## config.mk

```make
export PLATFORM = sky130hd
export DESIGN_NAME = lic_mul
export DESIGN_NICKNAME = d
export VERILOG_FILES = /design/src/design/lic_mul.sv
export SDC_FILE = /design/constraint.sdc
export NUM_CORES = 2
export LEC_CHECK = 0
export BUFFER_PORTS_ARGS = -buffer_cell sky130_fd_sc_hd__clkbuf_2
export CORE_UTILIZATION = 30
export CTS_CLUSTER_DIAMETER = 30
export DETAILED_ROUTE_END_ITERATION = 10
export HOLD_SLACK_MARGIN = 0.1
export PLACE_DENSITY = 0.53
export SYNTH_ARGS = -nofsm -noshare
export SYNTH_HDL_FRONTEND = slang
export SYNTH_SLANG_ARGS = --single-unit
```

## constraint.sdc

```tcl
create_clock -name clk -period 9.2 [get_ports clk]
set_input_delay 1.84 -clock clk [delete_from_list [all_inputs] [get_ports clk]]
set_output_delay 1.84 -clock clk [all_outputs]
set_load 0.02 [all_outputs]
```

## src/design/lic_mul.sv

```systemverilog
// Two-stage signed multiplier: operand a is split into halves, partial products
// are registered, then summed. No package dependency.
module lic_mul #(
  parameter int AW = 33,
  parameter int BW = 33
) (
  input  logic                     clk,
  input  logic                     en,
  input  logic signed [AW-1:0]     a,
  input  logic signed [BW-1:0]     b,
  output logic signed [AW+BW-1:0]  p
);

  localparam int LW = AW / 2;
  localparam int HW = AW - LW;
  localparam int PW = AW + BW;

  logic signed [LW+BW:0]   lo_r;
  logic signed [HW+BW-1:0] hi_r;
  logic signed [LW:0]      a_lo;
  logic signed [HW-1:0]    a_hi;

  assign a_lo = $signed({1'b0, a[LW-1:0]});
  assign a_hi = $signed(a[AW-1:LW]);

  always_ff @(posedge clk) begin
    if (en) begin
      lo_r <= a_lo * b;
      hi_r <= a_hi * b;
      p    <= (PW'(hi_r) <<< LW) + PW'(lo_r);
    end
  end

endmodule

```

==> PnR_summary.wiki <==
{| class="wikitable"
! Metric !! Value
|-
| Final weighted congestion of routability-driven global placement || 0.8534
|-
| Share of the synthesized netlist area taken by xor and xnor gates || 2.685%
|-
| Die Ht || 390.8 um
|-
| Share of layout cells above drive strength 1 || 6.663%
|-
| H-tree levels || 4
|-
| Run status || finished clean
|-
| Wire per inst || 18.12 um
|-
| Detailed-route via count || 32.37k
|-
| Share of async-settable or async-resettable flops after synthesis || 0%
|-
| Average footprint of a synthesized cell || 9.366 sq um
|-
| Relative area change from synthesis to final layout || 9.239%
|-
| Remaining antenna violation count after routing || 0
|-
| Total placed instance area || 48930 sq um
|-
| Post-CTS clock slew at the launch and capture registers of the worst setup and hold paths || 100 ps
|-
| Crit start category || primary input
|-
| Total clock buffers created by CTS || 17
|-
| Mux contribution to synthesized area || 0.04415%
|-
| Total setup violations reported at the end of the flow || 0
|-
| Timing-limited maximum frequency || 0.1189 GHz
|-
| Critical path class || in -> reg
|-
| Top-area cell type share of the netlist area || 45.92%
|-
| Post-Route Setup TNS || 0 ps
|-
| Worst-margin pin slew || 1069 ps
|-
| Post-Route WL || 126.0 mm
|-
| Area of all placed cells without fillers || 49530 sq um
|-
| Cell chosen for the clock root || clkbuf_16
|-
| Hold Crit Class || reg -> reg
|-
| Number of nets in the layout || 6318
|-
| Final hold viol count || 0
|-
| Required time of the worst setup path || 9490 ps
|-
| Max capacitance violation total || 0
|-
| Initial antenna violation count || 3
|-
| Post-route setup slack || 788.4 ps
|-
| Predominant post-synthesis flop cell || edfxtp_1
|-
| Portion of the post-synthesis area used by sequential elements || 10.99%
|-
| Initial DRC Count || 1681
|-
| Main area contributors after synthesis || fa_1 46%, edfxtp_1 11%, inv_1 9.7%
|-
| Core area || 150000 sq um
|-
| Post-place setup slack || 295.6 ps
|-
| Netlist area before placement || 45340 sq um
|-
| # rows || 142
|-
| Worst Setup End Kind || register
|-
| Buffer count from post-CTS setup fixing || 0
|-
| Setup repair after global routing missed its margin || no
|-
| Count of hold-fix buffers inserted at cts || 0
|-
| Pin count of the biggest net entering global routing || 76
|-
| Initial core utilization || 30.24%
|-
| CP arrival || 8700 ps
|-
| Distinct cell type count after synthesis || 67
|-
| Aggregate global-route resource usage || 17.44%
|-
| Synthesized-area fraction occupied by ao, oa, aoi and oai cells || 6.331%
|-
| Mapped Nets || 6234
|-
| Fin Clk Skew || 34.89 ps
|-
| CTS tree || built
|-
| Number of buffers inserted by port buffering || 133
|-
| Post-synthesis cell count || 4841
|-
| Total die area || 152700 sq um
|-
| Clock insertion delay at the later pin of the skew report || 530 ps
|-
| DRC violations left || 0
|-
| Share of the cycle needed by the critical path after routing || 91.43%
|-
| Post-Synth Adder-Cell Area || 53.78%
|-
| Maximum buffer depth of the clock tree || 2
|-
| Number of top-level pins || 134
|-
| Final min period || 8412 ps
|-
| Yosys top cell by area || fa_1
|-
| Final count of pins violating max slew || 0
|-
| Dominant combinational cell family by area after synthesis || adder cells
|-
| Number of enable flip-flop cells after synthesis || 166
|-
| Vias in the first global route || 35.85k
|-
| Crit Path Max Fanout || 22
|-
| Cells resized by post-CTS repair || 0
|-
| Number of fill cells || 15.65k
|-
| First-pass GRT wire length || 204.1 mm
|-
| Detailed Routing Iterations Pass 1 || 7
|-
| Area share of and/or/nand/nor cells after synthesis || 14.68%
|-
| Total number of yosys warnings || 0
|-
| FF+latch count, synth || 166
|-
| Final core utilization || 33.03%
|-
| Remaining global-route overflow || 0
|-
| Relative max-transition margin || 28.57%
|-
| Die X-Extent || 390.8 um
|-
| Per-cell via count in the routed design || 4.655
|-
| Detail Placement HPWL || 105.5 mm
|-
| Clk sinks || 166
|}
## final timing paths
path	start	endpoint	slack, ps	cells past startpoint
hold reg to reg	lo_r[2]	p[2]	420	0
setup / recovery	b[10]	lo_r[49]	790	22
setup reg to reg	lo_r[16]	p[60]	5190	13
hold / removal	lo_r[2]	p[2]	420	0
## worst max-delay path, cell delays in order
cell and delay, ps:
clkbuf_2 530, nand2_1 170, fa_1 540, fa_1 600, fa_1 460, fa_1 550, inv_1 50, fa_1 520
inv_1 60, fa_1 490, inv_1 50, ha_1 340, a21oi_1 180, o21ai_0 240, a311o_1 470, o21a_1 250
o21ai_0 310, nand3b_1 220, a21oi_1 300, o21bai_1 170, a211oi_1 270, xnor2_1 100
## flip-flops by register name (all words and copies together), names as in the netlist
signal / count
lo_r: 50
p: 66
hi_r: 50
## kinds of logic after synthesis
logic type / Yosys count
AOI/OAI and AO/OA: 434
and+or+nand+nor: 1389
xor gates and xnor gates: 139
adders and majority gates: 1325
buffers and inverters: 1386
muxes: 2
DFF: 166
## placed cells by master, fill, tap and decap left out, types with 5 or more instances in the layout
cell | synthesis | routed
inv_1 | 1169 | 1169
fa_1 | 1040 | 1040
nand2_1 | 699 | 699
and2_1 | 438 | 438
ha_1 | 285 | 285
edfxtp_1 | 166 | 166
buf_4 | 0 | 142
clkbuf_2 | 0 | 132
a21oi_1 | 125 | 125
nor2_1 | 103 | 103
xnor2_1 | 99 | 99
a21o_1 | 83 | 83
o21ai_0 | 70 | 70
xor2_1 | 40 | 40
and3_1 | 28 | 28
nand2b_1 | 27 | 27
nand3_1 | 24 | 24
o21a_1 | 24 | 24
nor2b_1 | 20 | 20
nor3_1 | 17 | 17
clkbuf_16 | 0 | 17
a31oi_1 | 14 | 14
o21bai_1 | 14 | 14
nand4_1 | 13 | 13
o211ai_1 | 12 | 12
a211oi_1 | 12 | 12
o31ai_1 | 8 | 8
o21ai_1 | 7 | 7
buf_12 | 0 | 7
a21boi_0 | 6 | 6
a221o_1 | 5 | 5
o2111ai_1 | 5 | 5
inv_8 | 0 | 5
## metal layers
layer | routed length, um | global-route usage (%) | vias to the layer above
met5 | 9 | 0 | -
met4 | 3825 | 5.219 | 2
met3 | 5089 | 1.886 | 146
met2 | 63520 | 31.02 | 709
met1 | 53600 | 22.11 | 16970
li1 | - | - | 14540
## metrics by stage
| step | hold slack (ps) | std cells |
|---|---|---|
| 2_1_floorplan | 400.3 | 4841 |
| 3_3_place_gp | 400.5 | 6922 |
| 3_5_place_dp | 405.2 | 6922 |
| 4_1_cts | 422.1 | 6954 |
| 5_1_grt | 427.9 | 6954 |
| 6_report | 420.9 | 6955 |
## Yosys cell counts (all sizes together) (6+ instances only)
cell	instances
inv	1169
fa	1040
nand2	699
and2	438
ha	285
clkbuf	214
edfxtp	166
a21oi	126
nor2	103
xnor2	99
a21o	83
o21ai	77
xor2	40
and3	28
nand2b	27
nand3	24
o21a	24
nor2b	20
nor3	17
a31oi	14
o21bai	14
a211oi	13
nand4	13
o211ai	12
o31ai	8
a21boi	6
## layout make-up
class,instances,area (sq um),area share [%]
antenna,1,2.502,0.005052
clock inverter,15,173.9,0.3511
multi-input combinational,3289,35150,70.97
sequential,166,4985,10.06
timing repair buffer,282,1881,3.797
clock buffer,17,425.4,0.8589
tap,2016,2522,5.093
inverter,1169,4388,8.859
Power is left out: the tool's default activity adds up to more than one toggle a clock period on the data nets, which glitch-free logic cannot reach.
